[src/rtl/tdts_pkg.sv]
package tdts_pkg;

	localparam int LINE_W = 16;
	localparam int COL_W = 10;
	localparam int LEN_W = 10;

	localparam int LENGTH_LIMIT_DEF = 1023;
	localparam int QUEUE_DEPTH_DEF = 4;

	// character classes seen by the scanner
	typedef enum logic [3:0] {
		CL_SYM    = 4'd0,
		CL_DIGIT  = 4'd1,
		CL_LETTER = 4'd2,
		CL_SLASH  = 4'd3,
		CL_STAR   = 4'd4,
		CL_REL    = 4'd5,
		CL_EQ     = 4'd6,
		CL_BANG   = 4'd7,
		CL_OTHER  = 4'd8,
		CL_SPACE  = 4'd9
	} cls_t;

	typedef enum logic [2:0] {
		TC_RESERVED = 3'd0,
		TC_IDENT    = 3'd1,
		TC_NUMBER   = 3'd2,
		TC_ERROR    = 3'd3,
		TC_SYMBOL   = 3'd4
	} tcls_t;

	// one classified character with its source position
	typedef struct packed {
		logic [7:0]        ch;
		cls_t              cls;
		logic [LINE_W-1:0] line;
		logic [COL_W-1:0]  col;
	} chr_t;

	typedef struct packed {
		tcls_t             tcls;
		logic [2:0]        idx;
		logic [LEN_W-1:0]  len;
		logic [LINE_W-1:0] line;
		logic [COL_W-1:0]  col;
	} tok_t;

endpackage

[src/rtl/table_driven_token_scanner.sv]
// Lexical scanner for a small C-like language: one source byte per transaction in, one token
// per transaction out. The front end classifies each byte and tags it with its line and
// column, then places it in a short queue (QUEUE_DEPTH entries); the back end runs the scanner
// state machine on the queue head and loads the resulting tokens into a two-entry output stage.
// Sustained rate is one byte per cycle while the output side keeps up. A byte that closes one
// token and also forms a single-character token of its own yields two tokens, which leave
// the output stage one after the other; the queue absorbs that and other output stalls. Comments
// and whitespace produce no token. Token length saturates at TOKEN_LENGTH_LIMIT and is reported
// in ten bits; line and column saturate at their field maxima.
module table_driven_token_scanner #(
	parameter int TOKEN_LENGTH_LIMIT = tdts_pkg::LENGTH_LIMIT_DEF,
	parameter int QUEUE_DEPTH = tdts_pkg::QUEUE_DEPTH_DEF
) (
	input  logic                          clk,
	input  logic                          arst_n,
	input  logic                          in_valid,
	output logic                          in_ready,
	input  logic [7:0]                    character,
	output logic                          out_valid,
	input  logic                          out_ready,
	output logic [2:0]                    token_class,
	output logic [2:0]                    reserved_index,
	output logic [tdts_pkg::LEN_W-1:0]    token_length,
	output logic [tdts_pkg::LINE_W-1:0]   line_number,
	output logic [tdts_pkg::COL_W-1:0]    end_column,
	output logic                          last
);
	import tdts_pkg::*;

	logic push;
	chr_t push_data;
	logic queue_full;
	logic pop;
	logic head_valid;
	chr_t head_data;
	tok_t tok;

	tdts_front u_front (
		.clk        (clk),
		.arst_n     (arst_n),
		.in_valid   (in_valid),
		.in_ready   (in_ready),
		.character  (character),
		.push       (push),
		.push_data  (push_data),
		.queue_full (queue_full)
	);

	tdts_queue #(
		.DEPTH (QUEUE_DEPTH)
	) u_queue (
		.clk        (clk),
		.arst_n     (arst_n),
		.push       (push),
		.push_data  (push_data),
		.full       (queue_full),
		.pop        (pop),
		.head_valid (head_valid),
		.head_data  (head_data)
	);

	tdts_back #(
		.LENGTH_LIMIT (TOKEN_LENGTH_LIMIT)
	) u_back (
		.clk        (clk),
		.arst_n     (arst_n),
		.head_valid (head_valid),
		.head_data  (head_data),
		.pop        (pop),
		.out_valid  (out_valid),
		.out_ready  (out_ready),
		.tok_out    (tok),
		.last       (last)
	);

	assign token_class    = tok.tcls;
	assign reserved_index = tok.idx;
	assign token_length   = tok.len;
	assign line_number    = tok.line;
	assign end_column     = tok.col;

endmodule

[src/rtl/tdts_front.sv]
module tdts_front (
	input  logic             clk,
	input  logic             arst_n,
	input  logic             in_valid,
	output logic             in_ready,
	input  logic [7:0]       character,
	output logic             push,
	output tdts_pkg::chr_t   push_data,
	input  logic             queue_full
);
	import tdts_pkg::*;

	logic [LINE_W-1:0] line_q;
	logic [COL_W-1:0]  col_q;

	function automatic cls_t class_of(input logic [7:0] c);
		cls_t k;
		case (c) inside
			"+", "-", ";", ",", "(", ")", "[", "]", "{", "}": k = CL_SYM;
			["0":"9"]:                                        k = CL_DIGIT;
			["a":"z"], ["A":"Z"]:                             k = CL_LETTER;
			"/":                                              k = CL_SLASH;
			"*":                                              k = CL_STAR;
			"<", ">":                                         k = CL_REL;
			"=":                                              k = CL_EQ;
			"!":                                              k = CL_BANG;
			" ", 8'h09, 8'h0a:                                k = CL_SPACE;
			default:                                          k = CL_OTHER;
		endcase
		return k;
	endfunction

	assign in_ready = !queue_full;
	assign push     = in_valid && in_ready;

	assign push_data.ch   = character;
	assign push_data.cls  = class_of(character);
	assign push_data.line = line_q;
	assign push_data.col  = col_q;

	// position counters saturate at all ones
	always_ff @(posedge clk or negedge arst_n) begin
		if (!arst_n) begin
			line_q <= LINE_W'(1);
			col_q  <= '0;
		end else if (push) begin
			if (character == 8'h0a) begin
				if (line_q != '1)
					line_q <= line_q + LINE_W'(1);
				col_q <= '0;
			end else if (col_q != '1) begin
				col_q <= col_q + COL_W'(1);
			end
		end
	end

endmodule

[src/rtl/tdts_queue.sv]
module tdts_queue #(
	parameter int DEPTH = tdts_pkg::QUEUE_DEPTH_DEF
) (
	input  logic           clk,
	input  logic           arst_n,
	input  logic           push,
	input  tdts_pkg::chr_t push_data,
	output logic           full,
	input  logic           pop,
	output logic           head_valid,
	output tdts_pkg::chr_t head_data
);
	import tdts_pkg::*;

	localparam int PW = $clog2(DEPTH);
	localparam int CW = $clog2(DEPTH + 1);

	chr_t           mem_q [DEPTH];
	logic [PW-1:0]  wr_q;
	logic [PW-1:0]  rd_q;
	logic [CW-1:0]  cnt_q;

	assign full       = (cnt_q == CW'(DEPTH));
	assign head_valid = (cnt_q != '0);
	assign head_data  = mem_q[rd_q];

	always_ff @(posedge clk) begin
		if (push)
			mem_q[wr_q] <= push_data;
	end

	always_ff @(posedge clk or negedge arst_n) begin
		if (!arst_n) begin
			wr_q  <= '0;
			rd_q  <= '0;
			cnt_q <= '0;
		end else begin
			if (push)
				wr_q <= (wr_q == PW'(DEPTH - 1)) ? '0 : wr_q + PW'(1);
			if (pop)
				rd_q <= (rd_q == PW'(DEPTH - 1)) ? '0 : rd_q + PW'(1);
			case ({push, pop})
				2'b10:   cnt_q <= cnt_q + CW'(1);
				2'b01:   cnt_q <= cnt_q - CW'(1);
				default: cnt_q <= cnt_q;
			endcase
		end
	end

endmodule

[src/rtl/tdts_back.sv]
module tdts_back #(
	parameter int LENGTH_LIMIT = tdts_pkg::LENGTH_LIMIT_DEF
) (
	input  logic           clk,
	input  logic           arst_n,
	input  logic           head_valid,
	input  tdts_pkg::chr_t head_data,
	output logic           pop,
	output logic           out_valid,
	input  logic           out_ready,
	output tdts_pkg::tok_t tok_out,
	output logic           last
);
	import tdts_pkg::*;

	localparam int CNT_W = $clog2(LENGTH_LIMIT + 1);
	localparam int N_WORDS = 6;
	localparam int WORD_MAX = 6;

	localparam logic [7:0] WORD_CHAR [N_WORDS][WORD_MAX] = '{
		'{"e", "l", "s", "e", 8'h00, 8'h00},
		'{"i", "f", 8'h00, 8'h00, 8'h00, 8'h00},
		'{"i", "n", "t", 8'h00, 8'h00, 8'h00},
		'{"r", "e", "t", "u", "r", "n"},
		'{"v", "o", "i", "d", 8'h00, 8'h00},
		'{"w", "h", "i", "l", "e", 8'h00}
	};
	localparam logic [2:0] WORD_LEN [N_WORDS] = '{3'd4, 3'd2, 3'd3, 3'd6, 3'd4, 3'd5};

	typedef enum logic [8:0] {
		ST_START = 9'b000000001,
		ST_CMP   = 9'b000000010,
		ST_EQ    = 9'b000000100,
		ST_NOT   = 9'b000001000,
		ST_ID    = 9'b000010000,
		ST_NUM   = 9'b000100000,
		ST_SLASH = 9'b001000000,
		ST_BODY  = 9'b010000000,
		ST_STAR  = 9'b100000000
	} st_t;

	typedef struct packed {
		st_t  nxt;
		logic take;
		logic done;
		logic err;
	} step_t;

	function automatic step_t go(input st_t n);
		step_t r;
		r.nxt  = n;
		r.take = 1'b1;
		r.done = 1'b0;
		r.err  = 1'b0;
		return r;
	endfunction

	function automatic step_t stop(input logic take, input logic err);
		step_t r;
		r.nxt  = ST_START;
		r.take = take;
		r.done = !err;
		r.err  = err;
		return r;
	endfunction

	function automatic step_t dfa_step(input st_t s, input cls_t k);
		step_t r;
		case (s)
			ST_START: begin
				case (k)
					CL_SYM, CL_STAR: r = stop(1'b1, 1'b0);
					CL_DIGIT:        r = go(ST_NUM);
					CL_LETTER:       r = go(ST_ID);
					CL_SLASH:        r = go(ST_SLASH);
					CL_REL, CL_EQ:   r = go(ST_CMP);
					CL_BANG:         r = go(ST_NOT);
					CL_SPACE:        r = go(ST_START);
					default:         r = stop(1'b1, 1'b1);
				endcase
			end
			ST_CMP:   r = (k == CL_EQ) ? go(ST_EQ) : stop(1'b0, 1'b0);
			ST_EQ:    r = stop(1'b0, 1'b0);
			ST_NOT:   r = (k == CL_EQ) ? stop(1'b1, 1'b0) : stop(1'b0, 1'b1);
			ST_ID:    r = (k == CL_LETTER) ? go(ST_ID) : stop(1'b0, 1'b0);
			ST_NUM:   r = (k == CL_DIGIT) ? go(ST_NUM) : stop(1'b0, 1'b0);
			ST_SLASH: r = (k == CL_STAR) ? go(ST_BODY) : stop(1'b0, 1'b0);
			ST_BODY:  r = (k == CL_STAR) ? go(ST_STAR) : go(ST_BODY);
			ST_STAR: begin
				case (k)
					CL_SLASH: r = go(ST_START);
					CL_STAR:  r = go(ST_STAR);
					default:  r = go(ST_BODY);
				endcase
			end
			default:  r = stop(1'b0, 1'b0);
		endcase
		return r;
	endfunction

	function automatic tok_t make_tok(input logic err, input logic [CNT_W-1:0] cnt,
			input logic fl, input logic fd, input logic [N_WORDS-1:0] match,
			input logic [COL_W-1:0] endcol, input logic [LINE_W-1:0] line);
		tok_t       t;
		logic       hit;
		logic [2:0] idx;
		hit = 1'b0;
		idx = '0;
		// scan downwards so the lowest matching word wins
		for (int w = N_WORDS - 1; w >= 0; w--) begin
			if (match[w] && cnt == CNT_W'(WORD_LEN[w])) begin
				hit = 1'b1;
				idx = 3'(w);
			end
		end
		if (err)
			t.tcls = TC_ERROR;
		else if (fl)
			t.tcls = hit ? TC_RESERVED : TC_IDENT;
		else if (fd)
			t.tcls = TC_NUMBER;
		else
			t.tcls = TC_SYMBOL;
		t.idx  = (!err && fl && hit) ? idx : 3'd0;
		t.len  = LEN_W'(cnt);
		t.line = line;
		t.col  = endcol;
		return t;
	endfunction

	// scanner state
	st_t                st_q;
	logic [CNT_W-1:0]   cnt_q;
	logic               first_letter_q;
	logic               first_digit_q;
	logic [N_WORDS-1:0] match_q;
	logic [COL_W-1:0]   endcol_q;

	// output stage, up to two tokens from one character
	logic av_s1;
	logic bv_s1;
	tok_t a_s1;
	tok_t b_s1;

	step_t              s1;
	step_t              s2;
	logic [CNT_W-1:0]   cnt_inc;
	logic [2:0]         pos;
	logic [N_WORDS-1:0] match_kept;
	logic [N_WORDS-1:0] match_fresh;
	logic               fl_kept;
	logic               fd_kept;

	st_t                nst;
	logic [CNT_W-1:0]   ncnt;
	logic               nfl;
	logic               nfd;
	logic [N_WORDS-1:0] nmatch;
	logic [COL_W-1:0]   nend;
	logic               ta_v;
	logic               tb_v;
	tok_t               ta;
	tok_t               tb;
	logic               free;

	assign s1 = dfa_step(st_q, head_data.cls);
	assign s2 = dfa_step(ST_START, head_data.cls);

	assign cnt_inc = (cnt_q == CNT_W'(LENGTH_LIMIT)) ? cnt_q : cnt_q + CNT_W'(1);
	assign pos     = (cnt_q < CNT_W'(WORD_MAX)) ? cnt_q[2:0] : 3'd0;
	assign fl_kept = (cnt_q == '0) ? (head_data.cls == CL_LETTER) : first_letter_q;
	assign fd_kept = (cnt_q == '0) ? (head_data.cls == CL_DIGIT) : first_digit_q;

	always_comb begin
		for (int w = 0; w < N_WORDS; w++) begin
			match_fresh[w] = (head_data.ch == WORD_CHAR[w][0]);
			if (cnt_q == '0)
				match_kept[w] = match_fresh[w];
			else
				match_kept[w] = match_q[w] && (cnt_q < CNT_W'(WORD_MAX))
					&& (head_data.ch == WORD_CHAR[w][pos]);
		end
	end

	always_comb begin
		nst    = st_q;
		ncnt   = cnt_q;
		nfl    = first_letter_q;
		nfd    = first_digit_q;
		nmatch = match_q;
		nend   = endcol_q;
		ta_v   = 1'b0;
		tb_v   = 1'b0;
		ta     = '0;
		tb     = '0;
		if (s1.take) begin
			if (!s1.done && !s1.err && s1.nxt == ST_START) begin
				ncnt = '0;
			end else if (s1.done || s1.err || (s1.nxt != ST_BODY && s1.nxt != ST_STAR)) begin
				ncnt   = cnt_inc;
				nfl    = fl_kept;
				nfd    = fd_kept;
				nmatch = match_kept;
				nend   = head_data.col;
			end
			if (s1.done || s1.err) begin
				ta_v = (ncnt != '0);
				ta   = make_tok(s1.err, ncnt, nfl, nfd, nmatch, nend, head_data.line);
				ncnt = '0;
				nst  = ST_START;
			end else begin
				nst = s1.nxt;
			end
		end else begin
			// character ends the token unconsumed and is scanned again from start
			ta_v = (cnt_q != '0);
			ta   = make_tok(s1.err, cnt_q, first_letter_q, first_digit_q, match_q,
				endcol_q, head_data.line);
			if (!s2.done && !s2.err && s2.nxt == ST_START) begin
				ncnt = '0;
			end else begin
				ncnt   = CNT_W'(1);
				nfl    = (head_data.cls == CL_LETTER);
				nfd    = (head_data.cls == CL_DIGIT);
				nmatch = match_fresh;
				nend   = head_data.col;
			end
			if (s2.done || s2.err) begin
				tb_v = 1'b1;
				tb   = make_tok(s2.err, ncnt, nfl, nfd, nmatch, nend, head_data.line);
				ncnt = '0;
				nst  = ST_START;
			end else begin
				nst = s2.nxt;
			end
		end
	end

	assign free = (!av_s1 && !bv_s1) || (out_ready && (av_s1 ^ bv_s1));
	assign pop  = head_valid && ((!ta_v && !tb_v) || free);

	assign out_valid = av_s1 || bv_s1;
	assign tok_out   = av_s1 ? a_s1 : b_s1;
	assign last      = !(av_s1 && bv_s1);

	always_ff @(posedge clk or negedge arst_n) begin
		if (!arst_n) begin
			st_q  <= ST_START;
			cnt_q <= '0;
		end else if (pop) begin
			st_q  <= nst;
			cnt_q <= ncnt;
		end
	end

	always_ff @(posedge clk) begin
		if (pop) begin
			first_letter_q <= nfl;
			first_digit_q  <= nfd;
			match_q        <= nmatch;
			endcol_q       <= nend;
		end
	end

	always_ff @(posedge clk or negedge arst_n) begin
		if (!arst_n) begin
			av_s1 <= 1'b0;
			bv_s1 <= 1'b0;
		end else if (pop && (ta_v || tb_v)) begin
			av_s1 <= ta_v;
			bv_s1 <= tb_v;
		end else if (out_valid && out_ready) begin
			if (av_s1)
				av_s1 <= 1'b0;
			else
				bv_s1 <= 1'b0;
		end
	end

	always_ff @(posedge clk) begin
		if (pop && (ta_v || tb_v)) begin
			a_s1 <= ta;
			b_s1 <= tb;
		end
	end

	a_start_empty: assert property (@(posedge clk) disable iff (!arst_n)
		(st_q == ST_START) |-> (cnt_q == '0))
		else $error("start state with a partial token");

	a_one_char_states: assert property (@(posedge clk) disable iff (!arst_n)
		(st_q == ST_CMP || st_q == ST_NOT || st_q == ST_SLASH || st_q == ST_BODY
			|| st_q == ST_STAR) |-> (cnt_q == CNT_W'(1)))
		else $error("single character state with wrong count");

	a_pair_follows: assert property (@(posedge clk) disable iff (!arst_n)
		(out_valid && out_ready && !last) |=> out_valid)
		else $error("second token of a pair lost");

	a_reserved_len: assert property (@(posedge clk) disable iff (!arst_n)
		(out_valid && tok_out.tcls == TC_RESERVED) |->
			(tok_out.len >= LEN_W'(2) && tok_out.len <= LEN_W'(WORD_MAX)))
		else $error("reserved word with impossible length");

endmodule

[config.mk]
export PLATFORM = sky130hd
export DESIGN_NAME = table_driven_token_scanner
export DESIGN_NICKNAME = d
export VERILOG_FILES = /design/src/rtl/tdts_pkg.sv /design/src/rtl/table_driven_token_scanner.sv /design/src/rtl/tdts_front.sv /design/src/rtl/tdts_queue.sv /design/src/rtl/tdts_back.sv
export SDC_FILE = /design/constraint.sdc
export NUM_CORES = 1
export LEC_CHECK = 0
export BUFFER_PORTS_ARGS = -buffer_cell sky130_fd_sc_hd__buf_2
export CAP_MARGIN = 25
export CORE_UTILIZATION = 55
export CTS_CLUSTER_DIAMETER = 30
export CTS_CLUSTER_SIZE = 10
export DETAILED_ROUTE_END_ITERATION = 10
export GPL_TIMING_DRIVEN = 1
export PLACE_DENSITY = 0.72
export SLEW_MARGIN = 0
export SYNTH_ARGS = -nofsm -noshare
export SYNTH_HDL_FRONTEND = slang
export SYNTH_SLANG_ARGS = --single-unit
export TNS_END_PERCENT = 10
[constraint.sdc]
create_clock -name clk -period 9.58 [get_ports clk]
set_input_delay 1.916 -clock clk [delete_from_list [all_inputs] [get_ports clk]]
set_output_delay 1.916 -clock clk [all_outputs]
set_load 0.01 [all_outputs]
# After elaboration in Yosys (flattened, before gate mapping)
# Memory sizes are Yosys's and may differ from the RTL's.
# Index checks and enable logic that the tools add are counted.
# totals
ram_bits	152
out_inout_bits	45
reg_bits	156
n_memories	9
input_bits	12
wordCells	358
mem_bits_ro	640
# mem_list
name	words	width	read_ports	rd_ports_with_merged_regs	write_ports	line_no	source
u_queue.mem_q	4	38	1	0	1	tdts_queue.sv:18	chr_t mem_q [DEPTH];
(no name shown)	16	8	1	0	0	tdts_back.sv:71	case (k)
(no name shown)	16	8	1	0	0	tdts_back.sv:71	
(no name shown)	8	8	1	0	0	tdts_back.sv:181	&& (head_data.ch == WORD_CHAR[w][pos]);
(no name shown)	8	8	1	0	0	tdts_back.sv:181	
(no name shown)	8	8	1	0	0	tdts_back.sv:181	
+3 memories	-	-	-	-	-	-	
# op_classes
bitwise	4
magnitude_cmp	8
n_eq_ne	71
reduce_logical	88
addsub	7
muxes	145
# op_table
op	n
$mux W10	14
$mux W42	3
$eq A8 B6 Y1 const B	13
$mux W8	13
$pmux W12 S8	1
$eq A10 B3 Y1 const B	9
$mux W3	26
$eq A8 B7 Y1 const B	9
$eq A10 B2 Y1 const B	6
$mux W1	60
$logic_and A1 B1 Y1	52
$eq A8 B8 Y1	6
$mux W6	7
$mux W9	4
$mux W4	8
$eq A9 B1 Y1 const B	3
$pmux W12 S2	1
$add A10 B1 Y10 const B	2
$reduce_bool A10 Y1	2
$add A16 B1 Y16 const B	1
$eq A8 B4 Y1 const B	2
$ge A8 B7 Y1 const B	2
$le A8 B7 Y1 const B	2
$ne A16 B16 Y1 const B	1
45 further kinds	76

# Longest topological paths before layout
# Gate-level depths: netlist of run 1.
# logic_depth
word_depth	26
depth_mapped	24
mapped_depth_nobuf	18

# Modules after synthesis
# A second synthesis of run 1 with hierarchy kept.
# unflattened
hier_cells	1214
area_unflattened_um2	15148.3
# by_module_without_submodules
mod	seq_area_each_um2	area_each_um2	cells_per_inst	n_inst
tdts_back	3229.3	7553.5	790	1
tdts_queue	4739.5	5941.9	234	1
tdts_front	651.9	1652.8	190	1

# Worst setup path after synthesis of run 1
# No wires, ideal clock.
# synth_timing
path_type	register to register
startpoint	reg u_queue.rd_q[0]
endpoint	reg u_back.a_s1[0] in the netlist's numbering, enable pin
setup_slack_ns	1.971
synth_period_minus_slack_ns	7.609
setup_time_ns	0.503
path_stages_with_launch	17
t_arrival_ns	7.106
n_path_buf	5
required_time_ns	9.077
cell_sequence	dfrtp_1 buf_2 buf_1 buf_1 mux4_2 ha_1 inv_1 or3_1 buf_2 a211o_1 a211oi_1 mux2i_1 a31oi_1 o31a_1 clkbuf_1 nor2_1 nor2_1
# synth_via
elab_chain_len	18
word_cells_on_any_way	42
cone_classes	eq/ne: 8; mux: 15; reduce/logical: 16; memory: 3
# synth_rtl
element	line_no	source
start, declared	tdts_queue.sv:20	logic [PW-1:0] rd_q;
start signal, assigned	tdts_queue.sv:41	rd_q <= (rd_q == PW'(DEPTH - 1)) ? '0 : rd_q + PW'(1);
$mem_v2 Z4 W38 *	-	
parallel branches: the longest is 16 deep, another holds $mem_v2 Z16 W8	-	
$logic_and A1 B1 Y1 *	tdts_back.sv:281	if (pop && (ta_v || tb_v)) begin
end signal, assigned	tdts_back.sv:282	a_s1 <= ta;
end, declared	tdts_back.sv:142	tok_t a_s1;
# Mark *: on every way between the ends. The select of a mux whose other input is x is not followed.
# A chain may end at the register's enable or synchronous reset.

# Worst setup path after layout of run 1
# layout_timing
startpoint	reg u_queue.rd_q[1]
endpoint	reg u_queue.cnt_q[2]
# layout_via
elab_chain_len	19
word_cells_on_any_way	44
cone_classes	eq/ne: 10; mux: 16; reduce/logical: 15; memory: 3
# layout_rtl
element	line_no	source
$mem_v2 Z4 W38 *	-	
parallel branches: the longest is 13 deep, another holds $mem_v2 Z16 W8	-	
$logic_and A1 B1 Y1 *	tdts_back.sv:240	assign pop = head_valid && ((!ta_v && !tb_v) || free);
$logic_or A1 B1 Y1 *	tdts_back.sv:240	
$logic_and A1 B1 Y1 *	tdts_back.sv:240	
$eq A2 B1 Y1 / $eq A2 B2 Y1 (equally long branches)	tdts_queue.sv:42	case ({push, pop})
$pmux W3 S2 / $reduce_bool A2 Y1 (equally long branches)	-	
end signal, assigned	tdts_queue.sv:43	2'b10: cnt_q <= cnt_q + CW'(1);
end signal, assigned	tdts_queue.sv:44	2'b01: cnt_q <= cnt_q - CW'(1);
end signal, assigned	tdts_queue.sv:45	default: cnt_q <= cnt_q;
end, declared	tdts_queue.sv:21	logic [CW-1:0] cnt_q;
# Marks and branches as above.

==> flow_metrics.env, run 1 <==
export IMPL_coreArea_um2=26280
export IMPL_first_pass_iters=10
export IMPL_place_congestion=0.9595
export IMPL_critPathLaunch="u_queue.rd_q[1]"
export IMPL_layout_cells_non_filler=1631
export IMPL_clkSinkCount=296
export IMPL_vias=9973
export IMPL_syn_area_um2=14870
export IMPL_ys_seq_area_frac=0.5796
export IMPL_clk_pin_slew_ps=50
export IMPL_ir_drop_v=0.0002125
export IMPL_drtAntennaViolNets=0
export IMPL_totalWireLength_um=33500
export IMPL_worstHoldPathType="register to register"
export IMPL_crit_arrival_ps=6980
export IMPL_crit_path_end="u_queue.cnt_q[2]"
export IMPL_drt_initial_drc_count=958
export IMPL_finalMaxSlewViolations=0
export IMPL_status="finished with violations"
export IMPL_layout_common_cells="242 x edfxtp_1, 97 x nand2_1, 83 x nor2_1, 65 x o21ai_0"
export IMPL_cap_violations=0
export IMPL_die_area_um2=27710
export IMPL_grt_setup_unrepaired="false"
export IMPL_synth_edf_count=242
export IMPL_grt_max_degree=55
export IMPL_htreeDepth=2
export IMPL_layout_nets=1289
export IMPL_overflow=0
export IMPL_slew_headroom=0.3244
export IMPL_synth_main_ff_cell="edfxtp_1"
export IMPL_synth_top_area_cell="edfxtp_1"
export IMPL_synth_area_leaders="edfxtp_1 49%, dfrtp_1 8.7%, mux4_2 5.8%"
export IMPL_wl_per_cell_um=20.54
export IMPL_synth_cells=1194
export IMPL_timing_final_crit_share=0.6793
export IMPL_drc=7
export IMPL_rows=59
export IMPL_total_power_mw=7.232
export IMPL_cp_max_fo=40
export IMPL_r2r_end="u_queue.cnt_q[2]"
export IMPL_p_leak_nw=6.528
export IMPL_hpwl_um=21510
export IMPL_finalSetupTns_ps=0
export IMPL_whs_ps=513.0
export IMPL_area_delta_synth_final_pct=16.44
export IMPL_cts_buffers=53
export IMPL_yosysTopAreaCellShare=0.4886
export IMPL_fmax_mhz=153.7
export IMPL_powerDensity_nw_per_um2=417.6
export IMPL_layout_drive_gt1_share=0.2222
export IMPL_postLayoutCellArea_um2=17320
export IMPL_ys_warnings_count=0
export IMPL_end_kind="register"
export IMPL_cts_tree="built"
export IMPL_cts_path_max_buffers=3
export IMPL_worst_pin_slew_ps=1013
export IMPL_placed_cell_area_um2=15480
export IMPL_rr_startpoint="u_queue.rd_q[1]"
export IMPL_final_common_cell="edfxtp_1"
export IMPL_avgSynthCellArea_um2=12.46
export IMPL_post_cts_resized=0
export IMPL_async_reset_ff_frac=0.1824
export IMPL_grt_usage=0.2496
export IMPL_violations="DRC"
export IMPL_setup_viol=0
export IMPL_yosysUniqueCellTypes=73
export IMPL_die_width_um=166.5
export IMPL_initial_utilization=0.5660
export IMPL_port_buffers=56
export IMPL_post_cts_buffers=0
export IMPL_fin_skew_ps=24.02
export IMPL_grt_pass1_wl_um=53950
export IMPL_grt_pass1_vias=9870
export IMPL_reg2reg_slack_ps=3070
export IMPL_syn_num_nets=1232
export IMPL_path_class="register to register"
export IMPL_fp_dieH_um=166.5
export IMPL_antenna_found_initial=0
export IMPL_hold_viol=0
export IMPL_routed_via_density=6.115
export IMPL_placed_cells=1529
export IMPL_n_antenna_cell=0
export IMPL_root_buffer="clkbuf_16"
export IMPL_cp_required_ps=10050
export IMPL_reg2reg_depth=17
export IMPL_period_minus_slack_ps=6507
export IMPL_ctsHoldBuffers=0
export IMPL_ys_ff_latch=296
export IMPL_io_pins=57
export IMPL_start_kind="register"
export IMPL_worst_skew_pair_late_latency_ps=560
[sequential cells by signal (all words and copies together) (netlist names)]
name,flops
u_back.a_s1,42
u_back.av_s1,1
u_back.b_s1,30
u_back.bv_s1,1
u_back.cnt_q,10
u_back.endcol_q,10
u_back.first_digit_q,1
u_back.first_letter_q,1
u_back.match_q,6
u_back.st_q,9
u_front.col_q,10
u_front.line_q,16
u_queue.cnt_q,3
u_queue.mem_q,152
u_queue.rd_q,2
u_queue.wr_q,2
[synth_stat cells, types with 15 or more instances]
cell type  number
edfxtp_1      242
nand4_1        15
nand3_1        30
mux2_2         56
nand2_1        97
mux4_2         38
xor2_1         22
nor2b_1        23
inv_1          33
dfrtp_1        52
clkbuf_1       55
a21oi_1        35
o21ai_0        65
ha_1           25
nor3_1         24
and2_1         41
xnor2_1        26
nor2_1         85
[per-layer routing]
layer  GRT usage  share of wire  wire length [um]  up-vias
met4     0.09742          0.028               949        0
met2      0.4072           0.48             16180      374
met1      0.3348           0.42             14200     4891
met3     0.04491          0.065              2175       76
met5           0              0                 0        -
li1            -              -                 -     4632
[area by class of cell]
| cell class | count | area [um2] |
|---|---|---|
| fillers | 1928 | 8961 |
| inverters | 33 | 123.9 |
| clock buffers | 65 | 1424 |
| repair buffers | 72 | 460.4 |
| well taps | 335 | 419.2 |
| clock inverters | 35 | 385.4 |
| multi-input cells | 795 | 5882 |
| flip-flops and latches | 296 | 8625 |
[through the flow]
stage                     utilization  worst slack [ps]
final                          0.6590              3073
after CTS                      0.6581              3107
after global routing           0.6590              2685
after detailed placement       0.5892              3106
after floorplan                     -              1971
after global placement         0.5862              3205
[worst min path at each step]
stage / endpoint / cells after the start / slack, ps / start
4_1_cts: u_queue.cnt_q[2] / 1 / 520 / u_queue.cnt_q[2]
3_3_place_gp: u_queue.cnt_q[2] / 1 / 480 / u_queue.cnt_q[2]
5_1_grt: u_queue.cnt_q[2] / 1 / 540 / u_queue.cnt_q[2]
2_1_floorplan: u_queue.cnt_q[2] / 1 / 460 / u_queue.cnt_q[2]
6_report: u_queue.cnt_q[2] / 1 / 510 / u_queue.cnt_q[2]
3_5_place_dp: u_queue.cnt_q[2] / 1 / 510 / u_queue.cnt_q[2]
[worst max-delay path: stages, from the launching register on]
cell and delay (ps):
dfrtp_2 1030, mux4_2 410, ha_1 170, inv_1 50
or3_1 500, a211o_1 390, a21oi_1 690, a22o_1 280
a31oi_1 140, o31a_1 510, o21a_1 570, inv_1 550
ha_1 280, inv_1 60, fa_1 370, xor2_1 150
nor2_1 110, xor2_1 140
[power breakdown]
part / internal, mW / switching [mW] / leakage [nW]
Clock: 1.20 / 0.641 / 0.864
Combinational: 1.12 / 1.97 / 2.59
Sequential: 2.04 / 0.254 / 3.07
Total: 4.36 / 2.87 / 6.53
[cell families (layout without fill, tap and decap cells)]
group | after synthesis | after routing | share of synthesized area
multiplexers | 102 | 102 | 0.1053
flip-flops | 296 | 296 | 0.5796
AO/OA/AOI/OAI | 218 | 218 | 0.1006
adder cells (fa/ha/maj) | 26 | 26 | 0.02238
buffers and inverters | 103 | 205 | 0.02675
AND/OR/NAND/NOR | 401 | 401 | 0.1371
XOR/XNOR | 48 | 48 | 0.02826
(Power assumes the default switching activity.)
==> run 2: changes to the inputs <==
clock period = 6.5 ns   (was 9.58 ns; I/O delays follow)
==> run 2 against run 1 <==
The flow still finishes with violations (DRC). Global-route usage up 0.25 points. First-iteration DRC count down 8.8%. Power up 49%. Design area rose by 0.16%. Worst setup slack worse by 1700 ps. Critical path depth is 1 lower. Cell count hardly changed. Largest cell class unchanged. Largest power group unchanged.
==> flow_metrics.env, run 2 (synthesis results as in run 1) <==
export IMPL_status="finished with violations"
export IMPL_finalSetupTns_ps=0
export IMPL_layout_common_cells="242 x edfxtp_1, 97 x nand2_1, 83 x nor2_1, 65 x o21ai_0"
export IMPL_grt_setup_unrepaired="false"
export IMPL_worst_skew_pair_late_latency_ps=560
export IMPL_die_width_um=166.5
export IMPL_slowest_delay_ps=680
export IMPL_top_register="u_queue.mem_q"
export IMPL_ctsHoldBuffers=0
export IMPL_totalWireLength_um=34120
export IMPL_slowest_stage="mux4_2"
export IMPL_cap_violations=0
export IMPL_ir_drop_v=0.0004128
export IMPL_largest_reg_flops=152
export IMPL_port_buffers=56
export IMPL_wl_per_cell_um=20.91
export IMPL_clkSinkCount=296
export IMPL_period_minus_slack_ps=5169
export IMPL_fin_skew_ps=47.08
export IMPL_drc=7
export IMPL_whs_ps=516.7
export IMPL_timing_final_crit_share=0.7952
export IMPL_placed_cell_area_um2=15460
export IMPL_post_cts_resized=0
export IMPL_fp_dieH_um=166.5
export IMPL_fmax_mhz=193.5
export IMPL_layout_nets=1292
export IMPL_top_regs="u_queue.mem_q x152, u_back.a_s1 x42, u_back.b_s1 x30"
export IMPL_cts_path_max_buffers=3
export IMPL_layout_drive_gt1_share=0.2228
export IMPL_coreArea_um2=26280
export IMPL_crit_arrival_ps=5650
export IMPL_die_area_um2=27710
export IMPL_violations="DRC"
export IMPL_p_leak_nw=6.553
export IMPL_area_delta_synth_final_pct=16.62
export IMPL_hpwl_um=21590
export IMPL_layout_cells_non_filler=1632
export IMPL_first_pass_iters=11
export IMPL_cp_required_ps=6980
export IMPL_vias=10140
export IMPL_grt_pass1_wl_um=54700
export IMPL_clk_pin_slew_ps=50
export IMPL_worst_pin_slew_ps=1031
export IMPL_initial_utilization=0.5660
export IMPL_path_class="register to register"
export IMPL_routed_via_density=6.214
export IMPL_reg2reg_slack_ps=1330
export IMPL_place_congestion=0.9174
export IMPL_finalMaxSlewViolations=0
export IMPL_htreeDepth=2
export IMPL_postLayoutCellArea_um2=17350
export IMPL_cts_buffers=51
export IMPL_io_pins=57
export IMPL_worstHoldPathType="register to register"
export IMPL_slew_headroom=0.3062
export IMPL_end_kind="register"
export IMPL_n_antenna_cell=0
export IMPL_drtAntennaViolNets=0
export IMPL_root_buffer="clkbuf_16"
export IMPL_hold_viol=0
export IMPL_overflow=0
export IMPL_grt_max_degree=55
export IMPL_rows=59
export IMPL_antenna_found_initial=0
export IMPL_drt_initial_drc_count=874
export IMPL_cp_max_fo=20
export IMPL_start_kind="register"
export IMPL_post_cts_buffers=0
export IMPL_final_common_cell="edfxtp_1"
export IMPL_grt_pass1_vias=9985
export IMPL_setup_viol=0
export IMPL_grt_usage=0.2522
export IMPL_placed_cells=1532
export IMPL_fillCellCount=1867
export IMPL_path_cells="buf_4, mux4_2, or3_1, a211o_1, a211oi_1, mux2i_1, a31oi_1, o31a_1, o21a_1, inv_1, ha_1, inv_1, fa_1, xor2_1, nor2_1, xor2_1"
export IMPL_powerDensity_nw_per_um2=621.4
export IMPL_cts_tree="built"
==> run 2: cell types whose count changed in the layout (fill, tap and decap cells not counted) <==
cell,before,now
clkbuf_16,55,52
clkbuf_1,9,7
buf_12,5,4
clkinv_2,8,7
clkbuf_2,1,0
bufinv_16,5,8
clkinv_1,2,4
buf_4,10,17
clkbuf_8,1,4
inv_6,4,5
clkinvlp_4,7,6
clkinv_4,8,2
==> run 2: stage by stage <==
stage / util / setup slack, ps / total power, mW
CTS: 0.6570 / 1305 / 10.73
floorplan: - / 84.21 / 6.554
global route: 0.6601 / 994.6 / 11.38
detailed placement: 0.5882 / 1341 / 7.942
finish: 0.6601 / 1331 / 10.78
global placement: 0.5882 / 1480 / 7.838
==> run 2: final timing paths <==
kind	depth (start not counted)	end	from
worst max-delay path	16	u_queue.cnt_q[2]	u_queue.rd_q[0]
worst min-delay path	2	u_queue.cnt_q[1]	u_queue.cnt_q[1]
worst max register to register	16	u_queue.cnt_q[2]	u_queue.rd_q[0]
worst min register to register	2	u_queue.cnt_q[1]	u_queue.cnt_q[1]
max in group asynchronous	2	u_queue.rd_q[1]	arst_n
min in group asynchronous	2	u_back.cnt_q[0]	arst_n
==> run 2: cell type report <==
cell class | instances | area (um2) | area share
Clock buffer | 63 | 1383 | 0.07970
Clock inverter | 33 | 426.7 | 0.02460
Inverter | 33 | 123.9 | 0.007141
Multi-Input combinational cell | 795 | 5882 | 0.3391
Sequential cell | 296 | 8625 | 0.4972
Tap cell | 335 | 419.2 | 0.02416
Timing Repair Buffer | 77 | 488.0 | 0.02813
==> run 2: worst max-delay path, delay by kind of cell (launching register included) <==
kind	cells	cell delay, ps
compound gates	5	1740
xor+xnor	2	320
fa+ha+maj	2	570
buf+inv	3	520
flops	1	390
mux	2	970
simple gates	2	590
==> run 2: power by group <==
part	internal [mW]	leakage, nW	switching (mW)
combinational	1.66	2.61	3.05
sequential	3.01	3.07	0.320
clock	1.83	0.868	0.908
==> run 2: metal layers <==
metal	part of all wire	global-route usage	up-vias
met3	0.067	0.03921	55
li1	-	-	4663
met5	0	0	-
met4	0.019	0.07729	0
met2	0.48	0.4176	388
met1	0.43	0.3452	5035
